## config.mk

```make
export PLATFORM = sky130hd
export DESIGN_NAME = e2q_phase
export DESIGN_NICKNAME = d
export VERILOG_FILES = /design/src/sv/e2q_pkg.sv /design/src/sv/e2q_phase.sv
export SDC_FILE = /design/constraint.sdc
export NUM_CORES = 1
export LEC_CHECK = 0
export ABC_AREA = 1
export BUFFER_PORTS_ARGS = -buffer_cell sky130_fd_sc_hd__buf_2
export CAP_MARGIN = 20
export CORE_MARGIN = 2
export CORE_UTILIZATION = 58
export DETAILED_ROUTE_END_ITERATION = 8
export GPL_ROUTABILITY_DRIVEN = 0
export PLACE_DENSITY_LB_ADDON = 0.2
export SYNTH_ARGS = -nofsm -noshare
export SYNTH_HDL_FRONTEND = slang
export SYNTH_SLANG_ARGS = --single-unit
```

## constraint.sdc

```tcl
create_clock -name clock -period 4.7 [get_ports clock]
set_clock_uncertainty 0.05 [all_clocks]
set_input_delay 0.235 -clock clock [delete_from_list [all_inputs] [get_ports clock]]
set_output_delay 0.235 -clock clock [all_outputs]
set_load 0.02 [all_outputs]
```

## src/sv/e2q_pkg.sv

```systemverilog
`timescale 1ns / 1ps
// shared types and constants of the euler angle to quaternion pipeline
// no dependencies

package e2q_pkg;

   localparam int CORDIC_STEPS    = 30;
   localparam int STEPS_PER_STAGE = 3;
   localparam int CORDIC_STAGES   = CORDIC_STEPS / STEPS_PER_STAGE;
   localparam int PHASE_LAT       = 3;
   localparam int CORDIC_LAT      = CORDIC_STAGES + 1;
   localparam int QUAT_LAT        = 4;
   localparam int TOTAL_LAT       = PHASE_LAT + CORDIC_LAT + QUAT_LAT;
   localparam int FLAG_LAT        = TOTAL_LAT - 1;

   // sine/cosine width (q2.30 with headroom for +-1.0), cordic datapath widths
   localparam int CW     = 32;
   localparam int XW     = 34;
   localparam int ZW     = 32;
   // one turn of the half angle is 46080 units = 45 * 2^10
   localparam int FRAC_W   = 22;
   localparam int TURN_DIV = 45;

   localparam logic signed [XW-1:0] CORDIC_X0 = 34'sh0_26DD_3B6A;
   localparam logic signed [CW-1:0] ONE_Q30   = 32'sh4000_0000;

   typedef logic signed [ZW-1:0] atan_tbl_type [CORDIC_STEPS];

   localparam atan_tbl_type ATAN_TBL = '{
      32'sh20000000, 32'sh12E4051E, 32'sh09FB385B, 32'sh051111D4, 32'sh028B0D43,
      32'sh0145D7E1, 32'sh00A2F61E, 32'sh00517C55, 32'sh0028BE53, 32'sh00145F2F,
      32'sh000A2F98, 32'sh000517CC, 32'sh00028BE6, 32'sh000145F3, 32'sh0000A2FA,
      32'sh0000517D, 32'sh000028BE, 32'sh0000145F, 32'sh00000A30, 32'sh00000518,
      32'sh0000028C, 32'sh00000146, 32'sh000000A3, 32'sh00000051, 32'sh00000029,
      32'sh00000014, 32'sh0000000A, 32'sh00000005, 32'sh00000003, 32'sh00000001
   };

   typedef logic [FRAC_W-1:0] frac_tbl_type [TURN_DIV];

   // low phase bits for each remainder of the angle modulo 45
   function automatic frac_tbl_type build_frac_tbl();
      frac_tbl_type tbl;
      for (int i = 0; i < TURN_DIV; i++) begin
         tbl[i] = FRAC_W'((longint'(i) << FRAC_W) / TURN_DIV);
      end
      return tbl;
   endfunction

   localparam frac_tbl_type FRAC_TBL = build_frac_tbl();

   typedef struct packed {
      logic [1:0]           quad;
      logic signed [ZW-1:0] resid;
   } phase_type;

   typedef struct packed {
      logic signed [CW-1:0] c;
      logic signed [CW-1:0] s;
   } sincos_type;

endpackage

```

## src/sv/e2q_phase.sv

```systemverilog
`timescale 1ns / 1ps
// angle in 1/64 degree to 32-bit half-angle phase, quadrant and residual
// depends on e2q_pkg

module e2q_phase
   import e2q_pkg::*;
#(
   parameter int ANGLE_WIDTH = 16
) (
   input  logic                          clock,
   input  logic                          en,
   input  logic signed [ANGLE_WIDTH-1:0] angle,
   output phase_type                     phase
);

   // offset by 45 * 2^(w-1) keeps the value positive and leaves m mod 1024 alone
   localparam int NW    = ANGLE_WIDTH + 5;
   localparam int SHIFT = NW + 6;
   localparam int RW    = NW + 1;
   localparam int PW    = NW + RW;
   localparam int MW    = PW - SHIFT;
   localparam longint unsigned OFFSET = longint'(TURN_DIV) * (64'd1 << (ANGLE_WIDTH - 1));
   localparam longint unsigned RECIP  = (64'd1 << SHIFT) / TURN_DIV;

   logic [NW:0]    ext;
   logic [NW-1:0]  aoff_in, aoff_ff;
   logic [PW-1:0]  prod_in, prod_ff;
   logic [MW-1:0]  m_est;
   logic [6:0]     t_raw;
   logic           ge;
   logic [9:0]     m_in, m_ff;
   logic [5:0]     t_in, t_ff;
   logic [31:0]    ph;
   logic [1:0]     quad;
   phase_type      phase_in, phase_ff;

   // stage 1: offset and reciprocal multiply
   always_comb begin
      ext     = (NW + 1)'(angle) + (NW + 1)'(OFFSET);
      aoff_in = ext[NW-1:0];
      prod_in = PW'(aoff_in) * PW'(RECIP);
   end

   // stage 2: quotient estimate, remainder and one correction step
   always_comb begin
      m_est = prod_ff[PW-1:SHIFT];
      t_raw = aoff_ff[6:0] - 7'(m_est[6:0] * 7'(TURN_DIV));
      ge    = (t_raw >= 7'(TURN_DIV));
      t_in  = ge ? 6'(t_raw - 7'(TURN_DIV)) : t_raw[5:0];
      m_in  = m_est[9:0] + 10'(ge);
   end

   // stage 3: phase, nearest quadrant, signed residual
   always_comb begin
      ph             = {m_ff, FRAC_TBL[t_ff]};
      quad           = 2'((ph + 32'h2000_0000) >> 30);
      phase_in.quad  = quad;
      phase_in.resid = signed'(ph - {quad, 30'd0});
   end

   always_ff @(posedge clock) begin
      if (en) begin
         aoff_ff  <= aoff_in;
         prod_ff  <= prod_in;
         m_ff     <= m_in;
         t_ff     <= t_in;
         phase_ff <= phase_in;
      end
   end

   assign phase = phase_ff;

endmodule

```

; Yosys cells after proc, flatten, opt, wreduce, memory -nomap -nowiden
; Memory sizes are Yosys's and may differ from the RTL's.
; Cells that the tools add are included.
[totals]
in_bits = 18
romBits = 1408
elab_cells = 21
register_bits = 91
n_memories = 1
output_inout_bits = 34
[mem_list]
columns = name, depth, width, read_ports, rd_ports_with_merged_regs, write_ports, line_no
row1 = (name not given), 64, 22, 1, 0, 0, e2q_phase.sv:55  ; ph = {m_ff, FRAC_TBL[t_ff]};
[classes]
addsub = 6
n_mux = 3
mul = 2
bitwise = 1
order_cmp = 2
[ops]
columns = op, n
row1 = 22-bit two-way mux, 2
row2 = "21-bit by 19-bit multiplier with 34-bit output, second input constant", 1
row3 = "32-bit by 30-bit adder with 32-bit output, second input constant", 1
row4 = 32-bit subtractor, 1
row5 = "21-bit adder, second input constant", 1
row6 = 10-bit by 1-bit adder with 10-bit output, 1
row7 = "7-bit by 6-bit >= comparator with 1-bit output, second input constant", 1
row8 = "7-bit >= comparator, second input constant", 1
row9 = "7-bit by 6-bit multiplier with 7-bit output, second input constant", 1
row10 = 6-bit inverter with 7-bit output, 1
row11 = 7-bit subtractor, 1
row12 = 6-bit two-way mux, 1
row13 = "6-bit subtractor, second input constant", 1

; Depth between registers and ports, before layout
; Gate-level depths: netlist of run 1.
[logic_depth]
word_depth = 6
ltp_mapped = 21

; Worst setup path after synthesis of run 1
; Ideal clock, no wire load.
[synth_timing]
path_type = input -> register
startpoint = input port angle[2]
endpoint = register prod_ff[35] (data pin)
setup_time_ns = 0.252
setup_slack_ns = -0.023
arrival_ns = 4.421
path_buffers = 0
required_ns = 4.398
path_stages = 18
path_cell_list = ha_1 > xor2_1 > ha_1 > or2_2 > fa_1 > inv_1 > fa_1 > fa_1 > fa_1 > inv_1 > ha_1 > a21o_1 > a21boi_0 > o21ai_0 > a21oi_1 > nand2_1 > nand2_1 > nand2_1
[synth_via]
elab_chain_cells = 2
[synth_lines]
columns = element, line_no
row1 = from (decl), e2q_phase.sv:12  ; input logic signed [ANGLE_WIDTH-1:0] angle,
row2 = 21-bit adder, e2q_phase.sv:39  ; ext = (NW + 1)'(angle) + (NW + 1)'(OFFSET);
row3 = 21-bit by 19-bit multiplier with 34-bit output, e2q_phase.sv:41  ; prod_in = PW'(aoff_in) * PW'(RECIP);
row4 = via prod_in[35], e2q_phase.sv:27  ; logic [PW-1:0] prod_in, prod_ff;
row5 = to (signal assigned), e2q_phase.sv:64  ; prod_ff <= prod_in;
row6 = to (decl), e2q_phase.sv:27
; The timed path passes the listed nets, and every way through them passes these cells.
; A chain may end at the register's enable or synchronous reset.

; Final worst setup path of run 1
[layout_timing]
startpoint = input port angle[3]
endpoint = register prod_ff[31] (data pin)
; The elaborated chain is that of the path after synthesis.

==> results of run 1 <==
state kept, by name (all words and copies together), names as in the netlist:
name / cells
aoff_ff: 7
prod_ff: 10
m_ff: 10
phase: 24
t_ff: 6
worst max-delay path, stage by stage:
cell	delay, ps
clkbuf_4	160
ha_4	310
xor2_4	190
ha_4	230
fa_1	530
inv_1	80
fa_1	520
fa_1	520
fa_1	550
inv_1	60
ha_1	370
a21o_1	240
a21oi_2	190
o21ai_0	150
a21oi_1	190
nand2_1	80
nand2_1	50
nand2_1	40
per-stage QoR:
step | instances | TNS, ps
after floorplan | 1121 | 0
after global placement | 1475 | -2640
after detailed placement | 1475 | -3310
after CTS | 1491 | 0
after global routing | 1491 | -431
final | 1491 | 0
logic make-up (layout without fill, tap and decap cells):
group	count (synthesis)	after routing
buffers and inverters	321	475
AO/OA/AOI/OAI	114	114
XOR/XNOR	32	32
AND/OR/NAND/NOR	334	334
flip-flops	57	57
adder cells (fa/ha/maj)	263	263
area by class of cell:
cell class / count / area, µm²
tap: 216 / 270
sequential: 57 / 1710
clock inverter: 7 / 103
timing repair buffer: 155 / 1040
clock buffer: 9 / 225
inverter: 304 / 1140
multi-input combinational: 743 / 6930
fill: 1184 / 4460
layer usage:
layer  GRT usage  up-vias  routed length (µm)  share of wire
met2       0.494      278               12200           0.52
met4       0.110        0                1070          0.045
li1            -     3805                   -              -
met3      0.0382       86                1300          0.055
met1       0.316     3683                9080           0.38
met5           0        -                   0              0
timing repair:
action                     CTS  global route
setup endpoints to repair    3            13
hold buffers                 0             0
gates resized for setup      3            72
pin swaps                    0            26
cell usage in the layout (no fill, tap or decap), types with 3 or more instances in the layout:
| cell | count |
|---|---|
| nand2_4 | 4 |
| buf_2 | 50 |
| o21ai_1 | 3 |
| nor3_1 | 9 |
| nand2_1 | 163 |
| edfxtp_1 | 57 |
| or2_2 | 9 |
| o21ai_0 | 31 |
| ha_2 | 3 |
| buf_4 | 104 |
| a21oi_2 | 8 |
| o211ai_1 | 8 |
| nand3_1 | 42 |
| ha_1 | 138 |
| nand2_2 | 14 |
| nand3b_1 | 4 |
| a21o_1 | 10 |
| a31oi_1 | 4 |
| inv_2 | 4 |
| clkinv_4 | 3 |
| a21oi_1 | 35 |
| inv_1 | 299 |
| nor2_1 | 51 |
| nor2_2 | 10 |
| xnor2_1 | 8 |
| o21a_1 | 3 |
| fa_1 | 97 |
| xor2_1 | 21 |
| clkbuf_16 | 9 |
| nand4_1 | 14 |
| ha_4 | 23 |
final timing paths:
path                 end        start
min           aoff_ff[0]     angle[0]
max          prod_ff[31]     angle[3]
min reg2reg    phase[24]      m_ff[2]
max reg2reg      m_ff[9]  prod_ff[29]
==> results.yml, run 1 <==
synth:
  synth_area_mm2: 0.00944
  ys_types: 45
  yosysSeqAreaShare: 0.181
  yosys-top-cells-count: "300 x inv_1, 170 x nand2_1, 164 x ha_1"
  yosys_warnings: 0
  synth_top_family_by_area: "adder cells"
  synth_compound_area_frac: 0.0705
  synthArstFlopShare: 0
  synth-seq-cells: 57
  yosys.area_share.simple: 0.158
  synthTopCellsByArea: "ha_1 22%, fa_1 21%, edfxtp_1 18%"
  syn_area_per_cell_um2: 8.42
  synth.net_count: 1402
  post-synth-top-count-cell: "inv_1"
  synth_cells: 1121
  synthAdderAreaFrac: 0.427
  synthDominantCellAreaShare: 0.217
  synth_edf_count: 57
  muxShareOfSynthArea: 0
  ys_dominant_reg_cell: "edfxtp_1"
  synthXorXnorAreaFrac: 0.0313
  synth_top_cell_by_area: "ha_1"
placed_design:
  post-place-ws_ps: -378
  placed_cell_area_mm2: 0.0106
  dp.final_hpwl_um: 19100
  io_buffers: 51
global_routing:
  grt_pass1_wl_um: 37100
  track_usage: 0.269
  overflow: 0
  grt_max_degree: 58
  antenna_found_initial: 0
  grt_pass1_vias: 7887
timing:
  fin_crit_sh: 0.994
  tightest_slew_ps: 719
  period_needed_ps: 4670
  setup_viol: 0
  fmax_mhz: 214
  setup_slack_ps: 26.2
  hold_viol: 0
  maxSlewHeadroom: 0.521
  slew_violations: 0
  hold_ws_ps: 271
route:
  num_vias: 7852
  drtIter0Drc: 588
  wl_um: 23700
  viasPerCell: 5.27
  dr.pass1.iters: 8
  drc_errors: 0
  wl_per_cell_um: 15.9
  ant_nets: 0
floorplanning:
  chipWidth_um: 132
  die_area_mm2: 0.0173
  core_area_mm2: 0.0159
  row_count: 46
  start_util: 0.594
  die_height_um: 132
  ioPinCount: 52
clock_tree:
  cts_root_buf: "clkbuf_16"
  cts_buffers: 9
  cts_tree: "built"
  clock_sinks: 57
  htreeDepth: 3
  clkLatencyLatePin_ps: 330
  path_clk_slew_ps: 50
  postCtsSetupBuffers: 0
  cts_max_path_buffers: 2
finish:
  design_area_mm2: 0.0114
  syn2layout_area_growth_pct: 21.0
  final_nets: 1551
  layout-drive-gt1-share: 0.205
  num_antenna_cells: 0
  final_util: 0.719
worst_setup_path:
  criticalPathCategory: "input port to flop"
  crit_required_ps: 4740
  start_kind: "input port"
  cp_max_fo: 4
  end_kind: "flop"
  ff2ff_setup_slack_ps: 250
  r2r_cells: 20
  critPathArrivalTime_ps: 4720
run_status:
  status: "complete, no violations"
flow_run:
  maxCapViolations: 0
hold_path:
  hold_path_class: "input port to flop"
  whs_path_depth: 2
Power of run 1 is left out: the tool's default activity adds up to more than one toggle a clock period on the data nets, which glitch-free logic cannot reach.
==> run 2: changes to the inputs <==
CORE_UTILIZATION = 52   (was 58)
==> run 2 against run 1 <==
  * Clock-buffer cell count is the same
  * Register-to-register slack is essentially flat
  * Critical path depth grew 2
  * Maximum frequency grew 1.8%
  * Utilization shrank 7.4 points
  * Die area grew 11%
  * Design area grew 1.0%
  * Non-clock buffer count grew 13
  * Critical path type unchanged
  * Critical endpoint is now prod_ff[33]
==> results.yml, run 2 (same netlist as run 1, synthesis figures left out) <==
worst_setup_path:
  worstReg2RegStart: "prod_ff[29]"
  cp_max_fo: 4
  r2r_cells: 18
  end_kind: "flop"
  rr_endpoint: "m_ff[8]"
  start_kind: "input port"
  critPathArrivalTime_ps: 4640
  ff2ff_setup_slack_ps: 240
  crit_required_ps: 4740
  criticalPathCategory: "input port to flop"
finish:
  final_common_cell: "inv_1"
  layout_common_cells: "296 x inv_1, 162 x nand2_1, 139 x ha_1"
  final_util: 0.645
  num_antenna_cells: 0
  fillers: 1497
  layout-drive-gt1-share: 0.226
  syn2layout_area_growth_pct: 22.2
  largest_reg_flops: 24
  stdcell_count: 1517
  final_nets: 1564
route:
  drtIter0Drc: 519
  viasPerCell: 5.12
  num_vias: 7768
  dr.pass1.iters: 5
  wl_um: 22700
  drc_errors: 0
  ant_nets: 0
  wl_per_cell_um: 15.0
global_routing:
  antenna_found_initial: 0
  grt_pass1_wl_um: 38300
  grt_pass1_vias: 8078
  grt_max_degree: 58
  track_usage: 0.246
  overflow: 0
clock_tree:
  cts_tree: "built"
  path_clk_slew_ps: 60
  htreeDepth: 3
  cts_buffers: 9
  clock_sinks: 57
  cts_root_buf: "clkbuf_16"
  clkLatencyLatePin_ps: 330
  cts_max_path_buffers: 2
floorplanning:
  ioPinCount: 52
  core_area_mm2: 0.0179
  chipWidth_um: 139
  die_area_mm2: 0.0193
  row_count: 49
  die_height_um: 139
  start_util: 0.527
hold_path:
  whs_endpoint: "aoff_ff[0]"
  min-delay-start: "angle[0]"
  hold_path_class: "input port to flop"
  whs_path_depth: 2
timing:
  setup_viol: 0
  fin_crit_sh: 0.977
  hold_ws_ps: 240
  tightest_slew_ps: 722
  hold_viol: 0
  period_needed_ps: 4590
  fmax_mhz: 218
  maxSlewHeadroom: 0.518
  slew_violations: 0
flow_run:
  maxCapViolations: 0
placed_design:
  placedCellCount: 1498
  dp.final_hpwl_um: 19200
  io_buffers: 51
run_status:
  status: "complete, no violations"
## run 2: cell types whose count changed in the layout (fill, tap and decap cells not counted), moves of 4 or more
cell and change:
o21ai_0 -6, ha_2 +4, a21oi_2 +5, buf_4 +13, o21ai_1 +5, ha_4 -5
a21oi_1 -5
## run 2: critical path, cell delays in order
cell and delay, ps:
clkbuf_4 150, ha_4 250, xor2_1 160, ha_1 190
or2_2 310, fa_1 510, inv_1 60, fa_1 560
fa_1 470, fa_1 520, inv_1 70, ha_4 280
nand2_2 70, inv_2 80, nand3_4 90, nor3_4 190
and3b_1 170, nand2_1 100, nand3_1 110, nand2_1 60
## run 2: worst max-delay path by stage
stage / start / endpoint / slack [ps] / cells past startpoint
floorplan: angle[9] / prod_ff[32] / 20 / 16
global placement: angle[3] / prod_ff[33] / -370 / 20
detailed placement: angle[2] / prod_ff[30] / -440 / 19
CTS: angle[3] / prod_ff[34] / 7 / 20
global route: angle[3] / prod_ff[31] / -30 / 21
finish: angle[3] / prod_ff[33] / 110 / 20
## run 2: final cells by class
type / count / area [µm²] / area share
clock inverters: 7 / 103 / 0.00889
repair buffers: 168 / 1140 / 0.0984
flip-flops and latches: 57 / 1710 / 0.148
multi-input cells: 743 / 6940 / 0.601
inverters: 304 / 1140 / 0.0989
well taps: 229 / 287 / 0.0248
clock buffers: 9 / 225 / 0.0195
## run 2: metrics by stage
stage	TNS (ps)	cell area, µm²	worst slack, ps
floorplan	0	9440	21.1
global placement	-2930	10700	-368
CTS	0	11100	6.95
global route	-71.1	11500	-29.1
finish	0	11500	107
detailed placement	-3540	10700	-444
## run 2: per-layer routing
| layer | wire [µm] | up-vias | GRT usage |
|---|---|---|---|
| li1 | - | 3823 | - |
| met1 | 9410 | 3711 | 0.300 |
| met4 | 444 | 0 | 0.0579 |
| met5 | 0 | - | 0 |
| met2 | 11900 | 196 | 0.460 |
| met3 | 1000 | 38 | 0.0363 |
## run 2: repair_timing
item | 4_1_cts | 5_1_grt
gates resized for setup | 5 | 88
buffers inserted | 0 | 3
endpoints found under the setup margin | 5 | 14
hold buffers | 0 | 0
pin swaps | 3 | 28
Power of run 2 is left out for the same reason.
==> run 3: changes to the inputs <==
BUFFER_PORTS_ARGS = default   (was -buffer_cell sky130_fd_sc_hd__buf_2)
DONT_BUFFER_PORTS = 1   (was default)
REMOVE_ABC_BUFFERS = 1   (was default)
==> run 3 against run 2 <==
  * Largest cell class unchanged
  * Utilization down 3.7 points
  * Flip-flop and latch count unchanged
  * Critical path type unchanged
  * Global-route usage shrank 0.73 points
  * Maximum frequency is 0.66% higher
  * Setup slack improved by 30 ps
  * Register-to-register slack improved by 20 ps
  * Clock-buffer cell count did not move
  * Hold slack worse by 8.0 ps
  * Via count shrank 6.4%
  * Wire length is 2.6% lower
==> results.yml, run 3 (same netlist as run 1, synthesis figures left out) <==
route:
  wl_per_cell_um: 15.4
  drtIter0Drc: 325
  ant_nets: 0
  viasPerCell: 5.05
  wl_um: 22200
  drc_errors: 0
  num_vias: 7271
  dr.pass1.iters: 5
finish:
  layout-drive-gt1-share: 0.138
  design_area_mm2: 0.0109
  layout_common_cells: "300 x inv_1, 165 x nand2_1, 157 x ha_1"
  syn2layout_area_growth_pct: 15.3
  largest_reg_flops: 24
  stdcell_count: 1440
  final_util: 0.608
  final_common_cell: "inv_1"
  num_antenna_cells: 0
  final_nets: 1487
  multi_input_area_mm2: 0.00668
  final-seq-area_mm2: 0.00171
  fillers: 1545
global_routing:
  grt_max_degree: 58
  overflow: 0
  grt_pass1_wl_um: 36600
  track_usage: 0.239
  antenna_found_initial: 0
  grt_pass1_vias: 7520
run_status:
  status: "complete, no violations"
worst_setup_path:
  timing.critical_path.buf_inv: 2
  worst-path-stages: 20
  start_kind: "input port"
  slowest_stage: "fa_1"
  end_kind: "flop"
  r2r_cells: 21
  criticalPathCategory: "input port to flop"
  crit_required_ps: 4740
  crit_top_cell: "nand2_1"
  critPathArrivalTime_ps: 4610
  cp_cell_sequence: "ha_1 -> xor2_1 -> ha_1 -> or2_2 -> fa_1 -> inv_1 -> fa_1 -> fa_1 -> fa_1 -> inv_1 -> ha_1 -> nand2_1 -> nand2_2 -> nand3_1 -> nand2_1 -> o21bai_2 -> a21oi_2 -> nand2_1 -> nand2_1 -> nand2_1"
  cp_max_fo: 5
  cp_top_family: "adder cells"
  cpPeakStageDelay_ps: 560
clock_tree:
  clkLatencyLatePin_ps: 340
  cts_tree: "built"
  cts_buffers: 9
  clock_sinks: 57
  htreeDepth: 3
  path_clk_slew_ps: 70
  cts_root_buf: "clkbuf_16"
  cts_max_path_buffers: 2
floorplanning:
  ioPinCount: 52
  chipWidth_um: 139
  start_util: 0.527
  core_area_mm2: 0.0179
  die_area_mm2: 0.0193
  row_count: 49
  die_height_um: 139
hold_path:
  whs_path_depth: 1
  hold_path_class: "input port to flop"
placed_design:
  placedCellCount: 1414
  placed_cell_area_mm2: 0.0102
  io_buffers: 0
  dp.final_hpwl_um: 18900
timing:
  slew_violations: 0
  fmax_mhz: 219
  hold_viol: 0
  period_needed_ps: 4560
  hold_ws_ps: 232
  maxSlewHeadroom: 0.571
  rsz0062_at_grt: "true"
  tightest_slew_ps: 644
  setup_viol: 0
  fin_crit_sh: 0.971
flow_run:
  maxCapViolations: 0
## run 3: changes by cell type in the layout (fill, tap and decap cells not counted), sizes merged
cell / change
clkinvlp: -1
clkinv: -1
bufinv: +1
clkbuf: -1
inv: +1
dlygate4sd3: +7
buf: -83
## run 3: worst paths after layout
path | start | endpoint | slack (ps)
setup / recovery | angle[3] | prod_ff[36] | 140
hold / removal | en | aoff_ff[6] | 230
setup reg to reg | prod_ff[29] | m_ff[8] | 260
hold reg to reg | m_ff[4] | phase[26] | 370
## run 3: metrics by stage
step / TNS [ps] / worst slack (ps)
after floorplan: -23.3 / -23.3
after global placement: -1610 / -253
after detailed placement: -2030 / -291
after CTS: 0 / 53.8
after global routing: -172 / -89.2
final: 0 / 137
## run 3: repair_timing
action | in CTS | in global routing
gates resized for setup | 0 | 45
hold buffers | 8 | 0
endpoints found under the setup margin | 0 | 12
buffers inserted | 0 | 2
hold endpoints to repair | 64 | 0
## run 3: cell type report
class                   count  share of cell area
multi-input cells         743               0.613
flip-flops and latches     57               0.157
inverters                 304               0.105
repair buffers             91              0.0662
well taps                 229              0.0263
clock buffers               9              0.0207
clock inverters             7              0.0115
## run 3: per-layer routing
metal / wire, µm / vias up / track usage
li1: - / 3673 / -
met1: 9260 / 3375 / 0.289
met2: 11500 / 183 / 0.445
met3: 775 / 40 / 0.0228
met4: 655 / 0 / 0.0803
met5: 0 / - / 0
Power of run 3 is left out for the same reason.
